File: src/hdl/ibpf_pkg.sv
`default_nettype none

package ibpf_pkg;

  // width of the position field of a result
  localparam int unsigned POS_W = 6;

  // two-entry queue between front and back
  localparam int unsigned QUEUE_DEPTH = 2;
  localparam int unsigned QPTR_W      = 1;
  localparam int unsigned QCNT_W      = 2;

  // classification of one request, made by the front
  typedef struct packed {
    logic store;    // candidate gets a store entry
    logic set_end;  // candidate closes the set
    logic ovf;      // some candidate of this set found the store full
  } ibpf_ctrl_t;

  typedef enum logic [2:0] {
    S_IDLE,
    S_NEXT,
    S_ROW,
    S_CMP,
    S_EMIT,
    S_FLUSH
  } ibpf_state_e;

endpackage

`default_nettype wire

File: src/hdl/ibpf_front.sv
`default_nettype none

module ibpf_front import ibpf_pkg::*; #(
  parameter int unsigned SET_DEPTH = 64,
  parameter int unsigned COST_BITS = 32
) (
  input  wire logic                   clk_i,
  input  wire logic                   rst_ni,
  input  wire logic                   in_valid_i,
  output logic                        in_stall_o,
  input  wire logic [COST_BITS-1:0]   lower_cost_one_i,
  input  wire logic [COST_BITS-1:0]   lower_cost_two_i,
  input  wire logic [COST_BITS-1:0]   upper_cost_one_i,
  input  wire logic [COST_BITS-1:0]   upper_cost_two_i,
  input  wire logic                   set_end_i,
  input  wire logic                   q_full_i,
  output logic                        q_push_o,
  output ibpf_ctrl_t                  q_ctrl_o,
  output logic [4*COST_BITS-1:0]      q_data_o
);

  localparam int unsigned CNT_W = $clog2(SET_DEPTH + 1);

  logic [CNT_W-1:0] cnt_q, cnt_d;
  logic             ovf_q, ovf_d;
  logic             accept;
  logic             has_room;

  assign in_stall_o = q_full_i;
  assign accept     = in_valid_i && !q_full_i;
  assign has_room   = (cnt_q < CNT_W'(SET_DEPTH));

  assign q_push_o         = accept;
  assign q_ctrl_o.store   = has_room;
  assign q_ctrl_o.set_end = set_end_i;
  assign q_ctrl_o.ovf     = ovf_q || !has_room;
  assign q_data_o = {lower_cost_one_i, lower_cost_two_i, upper_cost_one_i, upper_cost_two_i};

  always_comb begin
    cnt_d = cnt_q;
    ovf_d = ovf_q;
    if (accept) begin
      if (set_end_i) begin
        cnt_d = '0;
        ovf_d = 1'b0;
      end else begin
        if (has_room) begin
          cnt_d = cnt_q + CNT_W'(1);
        end
        ovf_d = ovf_q || !has_room;
      end
    end
  end

  always_ff @(posedge clk_i or negedge rst_ni) begin
    if (!rst_ni) begin
      cnt_q <= '0;
      ovf_q <= 1'b0;
    end else begin
      cnt_q <= cnt_d;
      ovf_q <= ovf_d;
    end
  end

endmodule

`default_nettype wire

File: config.mk
export PLATFORM = sky130hd
export DESIGN_NAME = ibpf_front
export DESIGN_NICKNAME = d
export VERILOG_FILES = /design/src/hdl/ibpf_pkg.sv /design/src/hdl/ibpf_front.sv
export SDC_FILE = /design/constraint.sdc
export NUM_CORES = 1
export LEC_CHECK = 0
export BUFFER_PORTS_ARGS = -buffer_cell sky130_fd_sc_hd__buf_4
export CAP_MARGIN = 20
export CORE_AREA = 2 2 103 105
export CTS_CLUSTER_DIAMETER = 120
export CTS_CLUSTER_SIZE = 12
export DETAILED_ROUTE_END_ITERATION = 6
export DIE_AREA = 0 0 105 107
export PLACE_DENSITY = 0.49
export SYNTH_ARGS = -nofsm -noshare
export SYNTH_HDL_FRONTEND = slang
export SYNTH_SLANG_ARGS = --single-unit
export TNS_END_PERCENT = 20
File: constraint.sdc
create_clock -name clk_i -period 1.8 [get_ports clk_i]
set_input_delay 0.36 -clock clk_i [delete_from_list [all_inputs] [get_ports clk_i]]
set_output_delay 0.36 -clock clk_i [all_outputs]
set_load 0.02 [all_outputs]
==> run_results.csv <==
group,metric,value,unit
yosys,synth_async_sr_flop_share,1.00,
setup_path,cp_slowest_cell,"dfrtp_1",
floorplanning,die_w,105,um
final_layout,layout-drive-gt1-share,0.259,
timing,fin_setup_tns,0,ps
yosys,ys_seq_area_frac,0.141,
yosys,ys_warn_count,0,
yosys,synthDistinctLibCells,23,
yosys,synth_most_common_cell,"buf_4",
yosys,synth_top_area_cell,"buf_4",
floorplanning,start_util,0.141,
final_layout,fin_nets,194,
yosys,synth_xor_area_frac,0,
global_routing,grt_busiest_layer,"met4",
yosys,synth_top_family_by_area,"buffers and inverters",
power,power_leakage,0.265,nW
final_layout,fill_cells,1208,
yosys,synthFlopType,"dfrtp_1",
timing,rsz0062_at_grt,"false",
setup_path,rr_worst_depth,3,
yosys,synth.area.mux_share,0.00792,
power,switching_share,0.250,
setup_path,crit_chain,"or2_2, buf_4",
floorplanning,num_rows,37,
setup_path,arrival,1130,ps
drt,drt-total-wl,2.47,mm
clock_network,cts.sinks,8,
drt,ant_nets,0,
drt,wl_per_cell,12.8,um
timing,fin_crit_sh,0.827,
setup_path,startpoint,"cnt_q[6]",
global_routing,grt_pass1_wl,3.42,mm
clock_network,cts_tree,"yes",
global_routing,gr-usage-met2,0.0547,
drt,dr.pass1.iters,4,
yosys,ys_ff_latch,8,
global_routing,grt_overflow,0,
setup_path,critPathMaxFanout,5,
timing,worst_pin_slew,483,ps
setup_path,regToRegStartpoint,"cnt_q[6]",
global_routing,met1_usage,0.0304,
yosys,synth.area.top_cells,"buf_4 69%, dfrtp_1 14%, or4_1 2.1%",
yosys,syn_inst,178,
clock_network,cts_buffers,3,
global_routing,grt_pass1_vias,541,
timing,finalSetupViolCount,0,
global_routing,grt_util_met3,0.0401,
power,p_total,0.000490,W
yosys,synth_common_cells,"131 x buf_4, 8 x dfrtp_1, 4 x a21oi_1, 4 x inv_1, 4 x or4_1",
outcome,outcome,"finished, final reports clean",
yosys,synth_nets,312,
yosys,post_synth.cell_area_avg,7.99,um2
clock_network,cts_setup_buffers,0,
floorplanning,ioPinCount,266,
timing,slew_headroom,0.678,
power,ir_worst_vdd,168,uV
final_layout,area_delta_synth_final,-49.6,%
setup_path,start_kind,"flop",
drt,route.detailed.drc,0,
yosys,synth_top_area_share,0.692,
final_layout,antenna_cells,0,
power,clkPwrFrac,0.453,
clock_network,cts_buffer_depth,2,
global_routing,grt_antenna_before_repair,0,
yosys,synth_compound_area_frac,0.0484,
power,power_density,684,nW/um2
yosys,yosys.area_share.simple,0.0783,
global_routing,grt_max_degree,10,
setup_path,reg2reg_slack,350,ps
hold_path,min_path_type,"in2reg",
setup_path,crit_end,"q_ctrl_o[0]",
clock_network,clockRootBuffer,"clkbuf_8",
setup_path,cp-end-kind,"output pin",
floorplanning,die_area,11200,um2
floorplanning,die_h,107,um
timing,fmax,672,MHz
clock_network,h-tree-depth,1,
clock_network,clk_pin_slew_worst_paths,40,ps
clock_network,clk_latency,230,ps
placed_design,numPortBuffers,9,
timing,min_period,1490,ps
timing,slew_violations,0,
timing,skew,2.36,ps
hold_path,min_path_cells,2,
job,drv_cap,0,
drt,num_vias,528,
setup_path,required,1440,ps
power,sequentialPowerShare,0.420,
setup_path,r2r_end,"cnt_q[5]",
yosys,synthAdderAreaFrac,0.00880,
setup_path,cpPeakStageDelay,410,ps
power,comb_power_share,0.127,
drt,drtIter0Drc,10,
drt,viasPerCell,2.72,
yosys,synth_edf_count,0,
floorplanning,core_area,10100,um2
power,switchingPower,0.000123,W
setup_path,crit_type,"reg2out",
timing,finalHoldViolCount,0,
yosys,netlist_area,1420,um2
placed_design,gp_congestion,0.727,
power,power.internal,0.000367,W
global_routing,grt_use_total,0.0447,
cell families after synthesis:
group | Yosys count
simple gates | 19
mux | 1
flops | 8
compound gates | 11
fa+ha+maj | 1
buf+inv | 138
timing repair:
| item | in CTS | in global routing |
|---|---|---|
| endpoints found under the hold margin | 8 | 0 |
| hold buffers | 1 | 0 |
| endpoints found under the setup margin | 0 | 0 |
| gates resized for setup | 0 | 0 |
state kept, by name, indices dropped and copies added, names as in the netlist:
signal	cells
cnt_q	7
ovf_q	1
layout by cell type (no fill, tap or decap), types with 2 or more instances in the layout:
cell	n
nor2b_1	2
nand2_1	3
nor2_1	2
o31ai_1	3
nand3_1	2
or4_1	4
inv_1	4
o21ai_0	2
clkbuf_8	3
buf_4	10
dfrtp_1	8
a21oi_1	4
worst min path at each step:
stage              start  endpoint  slack [ps]
2_1_floorplan     rst_ni  cnt_q[0]          60
3_3_place_gp      rst_ni  cnt_q[5]         190
3_5_place_dp      rst_ni     ovf_q         190
4_1_cts        set_end_i  cnt_q[1]         390
5_1_grt        set_end_i  cnt_q[1]         390
6_report       set_end_i  cnt_q[1]         380
worst max-delay path: cells and delay by family, from the launching register on:
kind	cells	cell delay [ps]
buffers and inverters	1	170
flip-flops	1	410
AND/OR/NAND/NOR	1	320
cell type report:
| class | count | area, um2 | area share |
|---|---|---|---|
| repair buffers | 11 | 85.1 | 0.119 |
| well taps | 136 | 170 | 0.238 |
| clock buffers | 3 | 41.3 | 0.0577 |
| inverters | 4 | 15.0 | 0.0210 |
| flip-flops and latches | 8 | 200 | 0.280 |
| multi-input cells | 32 | 204 | 0.285 |
routing by layer:
layer	vias to the layer above	wire length, um
li1	193	-
met1	220	657
met2	57	966
met3	58	477
met4	0	372
met5	-	0
per-stage QoR:
step           instance area, um2  setup slack, ps  instances  utilization  hold WS (ps)
2_1_floorplan                1420              427        178            -          64.4
3_3_place_gp                  664              293        190       0.0658           189
3_5_place_dp                  664              257        190       0.0658           194
4_1_cts                       716              293        194       0.0709           388
5_1_grt                       716              218        194       0.0709           390
6_report                      716              312        194       0.0709           383
power by group through the flow:
stage / clock (W) / combinational [W] / sequential [W]
after CTS: 0.000229 / 0.0000634 / 0.000206
after global placement: 0 / 0.0000607 / 0.000208
after global routing: 0.000243 / 0.0000725 / 0.000208
final: 0.000222 / 0.0000624 / 0.000205
after floorplan: 0 / 0.000453 / 0.000205
after detailed placement: 0 / 0.0000610 / 0.000208
(Power assumes the default switching activity.)
