[src/hdl/ibpf_pkg.sv]
`default_nettype none

package ibpf_pkg;

  // width of the position field of a result
  localparam int unsigned POS_W = 6;

  // two-entry queue between front and back
  localparam int unsigned QUEUE_DEPTH = 2;
  localparam int unsigned QPTR_W      = 1;
  localparam int unsigned QCNT_W      = 2;

  // classification of one request, made by the front
  typedef struct packed {
    logic store;    // candidate gets a store entry
    logic set_end;  // candidate closes the set
    logic ovf;      // some candidate of this set found the store full
  } ibpf_ctrl_t;

  typedef enum logic [2:0] {
    S_IDLE,
    S_NEXT,
    S_ROW,
    S_CMP,
    S_EMIT,
    S_FLUSH
  } ibpf_state_e;

endpackage

`default_nettype wire

[src/hdl/ibpf_queue.sv]
`default_nettype none

module ibpf_queue import ibpf_pkg::*; #(
  parameter int unsigned WIDTH = 131
) (
  input  wire logic             clk_i,
  input  wire logic             rst_ni,
  input  wire logic             push_i,
  input  wire logic [WIDTH-1:0] push_data_i,
  output logic                  full_o,
  input  wire logic             pop_i,
  output logic [WIDTH-1:0]      pop_data_o,
  output logic                  empty_o
);

  logic [WIDTH-1:0]  entry_q [QUEUE_DEPTH];
  logic [QPTR_W-1:0] wr_ptr_q, rd_ptr_q;
  logic [QCNT_W-1:0] cnt_q;
  logic              do_push, do_pop;

  assign full_o     = (cnt_q == QCNT_W'(QUEUE_DEPTH));
  assign empty_o    = (cnt_q == '0);
  assign do_push    = push_i && !full_o;
  assign do_pop     = pop_i && !empty_o;
  assign pop_data_o = entry_q[rd_ptr_q];

  always_ff @(posedge clk_i) begin
    if (do_push) begin
      entry_q[wr_ptr_q] <= push_data_i;
    end
  end

  always_ff @(posedge clk_i or negedge rst_ni) begin
    if (!rst_ni) begin
      wr_ptr_q <= '0;
      rd_ptr_q <= '0;
      cnt_q    <= '0;
    end else begin
      if (do_push) begin
        wr_ptr_q <= wr_ptr_q + QPTR_W'(1);
      end
      if (do_pop) begin
        rd_ptr_q <= rd_ptr_q + QPTR_W'(1);
      end
      case ({do_push, do_pop})
        2'b10:   cnt_q <= cnt_q + QCNT_W'(1);
        2'b01:   cnt_q <= cnt_q - QCNT_W'(1);
        default: cnt_q <= cnt_q;
      endcase
    end
  end

endmodule

`default_nettype wire

[config.mk]
export PLATFORM = sky130hd
export DESIGN_NAME = ibpf_queue
export DESIGN_NICKNAME = d
export VERILOG_FILES = /design/src/hdl/ibpf_pkg.sv /design/src/hdl/ibpf_queue.sv
export SDC_FILE = /design/constraint.sdc
export NUM_CORES = 1
export LEC_CHECK = 0
export ABC_AREA = 1
export BUFFER_PORTS_ARGS = -buffer_cell sky130_fd_sc_hd__buf_2
export CAP_MARGIN = 0
export CELL_PAD_IN_SITES_DETAIL_PLACEMENT = 1
export CELL_PAD_IN_SITES_GLOBAL_PLACEMENT = 1
export CORE_AREA = 2 2 151 153
export DETAILED_ROUTE_END_ITERATION = 10
export DIE_AREA = 0 0 153 155
export GPL_TIMING_DRIVEN = 0
export PLACE_DENSITY = 0.89
export SYNTH_ARGS = -nofsm -noshare
export SYNTH_HDL_FRONTEND = slang
export SYNTH_SLANG_ARGS = --single-unit
export TNS_END_PERCENT = 20
[constraint.sdc]
create_clock -name clk_i -period 15.05 [get_ports clk_i]
set_clock_uncertainty 0.2 [all_clocks]
set_input_delay 2.2575 -clock clk_i [delete_from_list [all_inputs] [get_ports clk_i]]
set_output_delay 2.2575 -clock clk_i [all_outputs]
set_load 0.01 [all_outputs]
==> results of run 1 <==
==> layout make-up <==
class,count,share of cell area
Clock inverter,12,0.0125
Multi-Input combinational cell,412,0.126
Antenna cell,6,0.00120
Inverter,10,0.00360
Buffer,29,0.0181
Sequential cell,266,0.638
Timing Repair Buffer,272,0.116
Clock buffer,36,0.0568
Tap cell,285,0.0285
==> through the flow <==
stage,util,cell area [µm²],cells
after floorplan,-,9800,717
after global placement,0.517,11500,1269
after detailed placement,0.523,11600,1274
after CTS,0.561,12500,1322
after global routing,0.562,12500,1327
final,0.562,12500,1328
==> per-layer routing <==
layer  track usage  part of all wire
met3        0.0407             0.056
met1         0.240              0.37
met2         0.381              0.54
met4        0.0750             0.030
met5             0           0.00048
==> flip-flops by register name, summed over array words and instances, names as in the netlist <==
name	cells
cnt_q	2
entry_q	262
rd_ptr_q	1
wr_ptr_q	1
==> final timing paths <==
kind	from	end	slack [ns]	cells after the start
worst max register to register	cnt_q[1]$_DFFE_PN0P_	entry_q[1][64]$_DFFE_PP_	12.75	5
min in group asynchronous	rst_ni	cnt_q[0]$_DFFE_PN0P_	1.34	1
max in group asynchronous	rst_ni	cnt_q[1]$_DFFE_PN0P_	13.19	1
worst min register to register	cnt_q[1]$_DFFE_PN0P_	cnt_q[1]$_DFFE_PN0P_	0.30	2
worst min-delay path	cnt_q[1]$_DFFE_PN0P_	cnt_q[1]$_DFFE_PN0P_	0.30	2
worst max-delay path	rd_ptr_q$_DFFE_PN0P_	pop_data_o[67]	10.78	7
==> tightest hold or removal path: stages (launching register included) <==
cell	delay [ns]
dfrtp_1	0.35
nand2_1	0.06
nand2_1	0.06
==> report_power, final <==
group | leakage (nW) | internal, W | switching (W) | total, W
Combinational | 2.52 | 0.000288 | 0.000559 | 0.000847
Clock | 0.424 | 0.000397 | 0.000266 | 0.000663
Sequential | 2.49 | 0.00101 | 0.0000429 | 0.00105
==> placed cells by master, fill, tap and decap left out, types with 3 or more instances in the layout <==
cell type / n
buf_2: 277
buf_6: 9
buf_12: 4
diode_2: 6
clkbuf_1: 9
dfrtp_1: 4
bufinv_16: 4
buf_4: 10
edfxtp_1: 262
nand2_1: 403
nand3_1: 3
clkinv_2: 5
clkbuf_16: 27
clkinv_1: 3
inv_1: 8
==> cells by family after synthesis <==
family	after synthesis	share of synthesized area
AO/OA/AOI/OAI	1	0.000510
adder cells (fa/ha/maj)	1	0.00128
AND/OR/NAND/NOR	409	0.157
flip-flops	266	0.813
XOR/XNOR	1	0.000894
buffers and inverters	39	0.0272
==> cell usage after synthesis, drive strengths merged <==
| cell | count | area share |
|---|---|---|
| edfxtp | 262 | 0.80 |
| nand2 | 403 | 0.15 |
| buf | 29 | 0.023 |
| ha | 1 | 0.0013 |
| o21ai | 1 | 0.00051 |
| dfrtp | 4 | 0.010 |
| nand4 | 1 | 0.00064 |
| nor2 | 2 | 0.00077 |
| nand3 | 3 | 0.0015 |
| xnor2 | 1 | 0.00089 |
| inv | 10 | 0.0041 |
==> results.toml, run 1 <==
[timing]
timing.hold.ws_ns = 0.302
setup_violations = 0
tns_ns = 0
finalMaxSlewViolations = 0
worst_pin_slew_ns = 0.604
min_period_ns = 4.27
layout_worst_path_cycle_share = 0.284
fin_ws_ns = 10.78
slew_headroom = 0.597
final-hold-violation-count = 0
rsz0062_at_grt = "false"
max_freq_ghz = 0.234

[critical_path]
cp.required_ns = 12.59
crit_chain = "buf_4, inv_4, buf_6, buf_6, nand2_1, nand2_1, buf_2"
path_delay_family = "buffers and inverters"
startpoint_type = "flop"
critPathMaxStageDelay_ns = 0.35
critPathBufInv = 5
critPathKind = "flop to output pin"
critPathMaxFanout = 10
end_kind = "output pin"
arrival_ns = 1.82
cp_slowest_cell = "dfrtp_1"

[synth]
seq_area_frac_synth = 0.813
syn_area_per_cell_um2 = 13.7
synth_cells = 717
netlist_area_mm2 = 0.00980
ys_seq_elements = 266
yosysWarnings = 0
synth_cell_types = 14
synth_fp_nets = 853

[power_and_ir_drop]
power_w = 0.00256
vdd_drop_max_mv = 0.129
leakagePower_nw = 5.43
powerDensity_mw_per_mm2 = 205

[die]
rows = 55
dieArea_mm2 = 0.0237
die_h_um = 155
initial_utilization = 0.441
pin_count = 268
die_w_um = 153
coreArea_mm2 = 0.0222

[clock_network]
post_cts_resized = 0
htree_levels = 1
post_cts_buffers = 0
clk_pin_slew_ns = 0.06
clock_latency_ns = 0.52
cts_root_buf = "clkbuf_16"
cts-hold-fix-buffers = 0
clock_path_buffers = 3
cts_tree = "built"
cts_inserted_buffers = 27
clock_sinks = 266

[status]
outcome = "complete, no violations"

[final_layout]
syn_to_final_growth_pct = 27.5
regArea_mm2 = 0.00797
n_fill_cell = 2330
multi_input_area_mm2 = 0.00158
nNetsFinal = 1154
drive_above_1_share = 0.328

[placement]
port_buffers = 267
place_congestion = 0.724
dp_worst_setup_slack_ns = 10.90
dp_hpwl_um = 17200

[grt]
track_usage = 0.207
grt_max_degree = 94
grt_pass1_vias = 7102
grt_overflow = 0
grt_pass1_wl_um = 38400
antenna_found_initial = 8

[job]
maxCapViolCount = 0

[routing]
vias = 6432
drt-total-wl_um = 24800
ant_nets = 0
wl_per_cell_um = 18.7
dr.pass1.iters = 4
drc = 0
drt_iter0_drc = 322
viasPerCell = 4.84

[min_path]
hold_path_class = "flop to flop"
Note: power is estimated with default switching activity, not from simulation.
==> inputs of run 2 (changes only) <==
- ABC_AREA: 1 -> 0
- CORE_AREA: 2 2 151 153 -> 2 2 161 163
- DIE_AREA: 0 0 153 155 -> 0 0 163 165
- PLACE_DENSITY: 0.89 -> 0.8
- clock period: 15.05 -> 3.65 ns (I/O delays scaled with it)
==> results.toml, run 2 <==
[synth]
netlist_area_mm2 = 0.00998
ys_top_cells_by_count = "262 x edfxtp_1, 80 x mux2_4, 51 x mux2_2"
synth_top_cell_area_share = 0.788
synth_async_sr_flop_share = 0.0150
seq_area_frac_synth = 0.798
syn_area_per_cell_um2 = 23.4
yosys.area.top_type = "edfxtp_1"
synth_cells = 426
synthFlopType = "edfxtp_1"
synth_fp_nets = 562
ys_seq_elements = 266
synth_area_leaders = "edfxtp_1 79%, mux2_4 12%, mux2_2 5.8%"
yosysMostFrequentCell = "edfxtp_1"
synth_cell_types = 16
synth-edff-count = 262
yosysWarnings = 0

[critical_path]
critPathMaxStageDelay_ns = 0.34
cpMostUsedCell = "buf_6"
cp.required_ns = 2.90
startpoint_type = "flop"
end_kind = "output pin"
arrival_ns = 1.86
crit_chain = "buf_6, buf_8, buf_6, mux2_4, buf_2"
reg2reg_depth = 5
critPathMaxFanout = 10
critPathBufInv = 4
critPathKind = "flop to output pin"
cp_slowest_cell = "dfrtp_1"
path_delay_family = "buffers and inverters"
path_depth = 5

[placement]
place_congestion = 0.713
port_buffers = 267
dp_cells = 1029
dp_hpwl_um = 14600
dp_worst_setup_slack_ns = 1.27
placed_area_mm2 = 0.0119

[final_layout]
reg_top3 = "entry_q x262, cnt_q x2"
drive_above_1_share = 0.526
final_cell_mix = "272 x buf_2, 262 x edfxtp_1, 125 x dlygate4sd3_1"
final-instance-count-excl-fill = 1206
largest_register = "entry_q"
final_common_cell = "buf_2"
finalInstanceArea_mm2 = 0.0141
antenna_cells = 0
n_fill_cell = 2301
syn_to_final_growth_pct = 41.1
largest_reg_flops = 262
nNetsFinal = 990

[die]
rows = 58
pin_count = 268
initial_utilization = 0.399
die_h_um = 165
coreArea_mm2 = 0.0250
dieArea_mm2 = 0.0269
die_w_um = 163

[grt]
met3_usage = 0.0402
use_met1 = 0.186
use_met2 = 0.343
grt_pass1_vias = 6336
grt_overflow = 0
grt.busiest_layer = "met2"
grt_max_degree = 64
antenna_found_initial = 0
track_usage = 0.175
grt_pass1_wl_um = 35800

[timing]
layout_worst_path_cycle_share = 0.714
finalMaxSlewViolations = 0
worst_pin_slew_ns = 0.600
setup_violations = 0
rsz0062_at_grt = "false"
slew_headroom = 0.599
min_period_ns = 2.61
max_freq_ghz = 0.384
fin_ws_ns = 1.04
final-hold-violation-count = 0

[clock_network]
clock_path_buffers = 3
clk_pin_slew_ns = 0.06
cts_inserted_buffers = 28
clock_latency_ns = 0.53
cts_root_buf = "clkbuf_16"
clock_sinks = 266
htree_levels = 1
cts_tree = "built"

[power_and_ir_drop]
switchingPower_w = 0.00313
netSwitchingFraction = 0.288
leakagePower_nw = 5.57
p_int_w = 0.00772
clkPwrFrac = 0.270
vdd_drop_max_mv = 0.502
p_comb_frac = 0.328
power_frac_seq = 0.402
powerDensity_mw_per_mm2 = 771

[routing]
ant_nets = 0
viasPerCell = 4.63
drt_iter0_drc = 197
wl_per_cell_um = 20.1
vias = 5583
drt-total-wl_um = 24200
drc = 0
dr.pass1.iters = 4

[status]
outcome = "complete, no violations"

[min_path]
hold_path_class = "input port to flop"
holdPathStages = 1

[job]
maxCapViolCount = 0
## run 2: worst paths after layout
kind | start | end | slack [ns]
worst min-delay path | push_data_i[63] | entry_q[0][63]$_DFFE_PP_ | 0.02
worst max-delay path | rd_ptr_q$_DFFE_PN0P_ | pop_data_o[29] | 1.04
worst max register to register | cnt_q[0]$_DFFE_PN0P_ | entry_q[0][34]$_DFFE_PP_ | 1.29
min in group asynchronous | rst_ni | cnt_q[1]$_DFFE_PN0P_ | 0.19
max in group asynchronous | rst_ni | cnt_q[0]$_DFFE_PN0P_ | 2.94
worst min register to register | cnt_q[1]$_DFFE_PN0P_ | cnt_q[1]$_DFFE_PN0P_ | 0.31
## run 2: cell type report
class                   instances  area [µm²]  area share
clock inverters                20         214      0.0152
flip-flops and latches        266        7970       0.566
repair buffers                398        2720       0.193
well taps                     330         413      0.0293
inverters                       1        3.75    0.000267
clock buffers                  32         737      0.0524
plain buffers                  15         141      0.0100
multi-input cells             144        1880       0.133
## run 2: cell families after synthesis
group,synth area share
simple gates,0.00339
flops,0.798
xor+xnor,0.00439
mux,0.178
buf+inv,0.0145
fa+ha+maj,0.00125
## run 2: metrics by stage
step                      total power [W]  hold WS (ns)   util  setup TNS (ns)
after floorplan                   0.00662        0.0519      -          -86.10
after global placement            0.00776         0.154  0.469         -427.88
after detailed placement          0.00789         0.159  0.474               0
after CTS                          0.0109      0.000723  0.562               0
after global routing               0.0113       0.00209  0.562               0
final                              0.0108        0.0247  0.562               0
## run 2: worst register-to-register path: cells and delay by family, from the launching register on
family                 cells  cell delay (ns)
buffers and inverters      2             0.54
AND/OR/NAND/NOR            3             0.85
flip-flops                 1             0.41
## run 2: power by group through the flow
| stage | combinational (W) | sequential, W | clock, W |
|---|---|---|---|
| floorplan | 0.00220 | 0.00442 | 0 |
| global placement | 0.00328 | 0.00448 | 0 |
| detailed placement | 0.00347 | 0.00442 | 0 |
| CTS | 0.00360 | 0.00436 | 0.00298 |
| global route | 0.00380 | 0.00442 | 0.00310 |
| finish | 0.00356 | 0.00437 | 0.00293 |
## run 2: metal layers
metal  vias to the layer above  share of wire  wire [µm]
met1                      2783           0.36       8730
li1                       2556              -          -
met2                       202           0.56      13500
met5                         -              0          0
met4                         0          0.027        660
met3                        42          0.055       1340
## run 2: timing repair
action,4_1_cts,5_1_grt
endpoints found under the hold margin,248,2
buffers inserted,0,0
hold buffers,124,1
resized for setup,0,0
==> inputs of run 3 (changes only) <==
- clock period: 3.65 -> 2.1 ns (I/O delays scaled with it)
==> results.toml, run 3 (same netlist as run 2, synthesis figures left out) <==
[job]
maxCapViolCount = 0

[final_layout]
final_cell_mix = "262 x edfxtp_1, 194 x buf_2, 135 x dlygate4sd3_1"
nNetsFinal = 1007
largest_reg_flops = 262
final_common_cell = "edfxtp_1"
syn_to_final_growth_pct = 48.5
largest_register = "entry_q"
reg_top3 = "entry_q x262, cnt_q x2"
drive_above_1_share = 0.525
final-instance-count-excl-fill = 1226

[placement]
port_buffers = 267
dp_hpwl_um = 14300
dp_cells = 1030
place_congestion = 0.706
dp_worst_setup_slack_ns = -0.0294

[clock_network]
clock_latency_ns = 0.53
cts_root_buf = "clkbuf_16"
clk_pin_slew_ns = 0.06
clock_sinks = 266
cts_inserted_buffers = 28
htree_levels = 1
cts_tree = "built"
clock_path_buffers = 3

[die]
dieArea_mm2 = 0.0269
initial_utilization = 0.399
die_w_um = 163
die_h_um = 165
coreArea_mm2 = 0.0250
pin_count = 268
rows = 58

[timing]
slew_headroom = 0.595
worst_pin_slew_ns = 0.607
layout_worst_path_cycle_share = 1.11
finalMaxSlewViolations = 0
setup_violations = 150
max_freq_ghz = 0.430
final-hold-violation-count = 0
min_period_ns = 2.32
rsz0062_at_grt = "true"
fin_ws_ns = -0.224

[grt]
grt_max_degree = 53
grt_pass1_wl_um = 36700
grt_pass1_vias = 6435
antenna_found_initial = 3
track_usage = 0.181
grt_overflow = 0

[critical_path]
reg2reg_depth = 5
arrival_ns = 1.81
critPathKind = "flop to output pin"
end_kind = "output pin"
startpoint_type = "flop"
r2r-start = "cnt_q[0]$_DFFE_PN0P_"
r2r_slack_ns = -0.01
worstReg2RegEnd = "entry_q[0][40]$_DFFE_PP_"
critPathMaxFanout = 10
cp.required_ns = 1.58

[routing]
drt-total-wl_um = 25200
drt_iter0_drc = 232
wl_per_cell_um = 20.6
vias = 5719
drc = 0
ant_nets = 0
viasPerCell = 4.66
dr.pass1.iters = 5

[min_path]
holdPathStages = 2
hold_path_class = "input port to flop"
worst_hold_path.endpoint = "entry_q[0][39]$_DFFE_PP_"
hold_path.startpoint = "push_data_i[39]"

[power_and_ir_drop]
powerDensity_mw_per_mm2 = 1340
vdd_drop_max_mv = 0.786
leakagePower_nw = 5.85

[status]
violations = "negative setup slack"
outcome = "complete, but fails checks"
[run 3: worst max-delay path, cell delays in order (launching register included)]
cell and delay (ns):
dfrtp_1 0.37, buf_6 0.14, clkbuf_16 0.17, buf_12 0.15
mux2_4 0.29, buf_2 0.15
[run 3: worst max path at each step]
stage	cells after the start	start	to	slack, ns
after detailed placement	5	cnt_q[0]$_DFFE_PN0P_	entry_q[0][38]$_DFFE_PP_	-0.03
after global routing	5	rd_ptr_q$_DFFE_PN0P_	pop_data_o[86]	-0.30
final	5	rd_ptr_q$_DFFE_PN0P_	pop_data_o[86]	-0.22
after CTS	5	rd_ptr_q$_DFFE_PN0P_	pop_data_o[54]	-0.28
after floorplan	3	cnt_q[0]$_DFFE_PN0P_	entry_q[0][0]$_DFFE_PP_	-1.07
after global placement	3	cnt_q[0]$_DFFE_PN0P_	entry_q[0][30]$_DFFE_PP_	-2.25
[run 3: what timing repair did]
item | 4_1_cts | 5_1_grt
setup buffers | 0 | 3
pin swaps | 2 | 1
endpoints found under the setup margin | 237 | 305
endpoints found under the hold margin | 268 | 0
hold buffers | 135 | 0
cloned | 0 | 3
resized for setup | 79 | 34
[run 3: final cells by class]
class                      count  area (µm²)
clock inverter                18         113
buffer                        15         254
fill                        2249       10200
multi-input combinational    144        1900
sequential                   266        7970
clock buffer                  34         744
antenna                        3        7.51
tap                          330         413
inverter                       1        3.75
timing repair buffer         415        3410
[run 3: through the flow]
step           utilization  power [W]  instance area, µm²  hold slack (ns)  TNS [ns]
2_1_floorplan            -     0.0115               10000           -0.181   -236.18
3_3_place_gp         0.469     0.0135               11800          -0.0715   -516.15
3_5_place_dp         0.476     0.0138               11900          -0.0729    -0.964
4_1_cts              0.583     0.0195               14600            0.272    -32.97
5_1_grt              0.592     0.0208               14800            0.300    -49.13
6_report             0.592     0.0199               14800            0.305    -25.43
[run 3: where the power goes]
group	switching, W	total [W]	internal [W]
clock network	0.00201	0.00465	0.00264
logic	0.00341	0.00765	0.00424
registers	0.000345	0.00760	0.00725
[run 3: layer usage]
| metal | share of wire | up-vias | GRT usage |
|---|---|---|---|
| li1 | - | 2600 | - |
| met1 | 0.36 | 2862 | 0.196 |
| met2 | 0.56 | 217 | 0.353 |
| met3 | 0.058 | 40 | 0.0412 |
| met4 | 0.021 | 0 | 0.0499 |
| met5 | 0 | - | 0 |
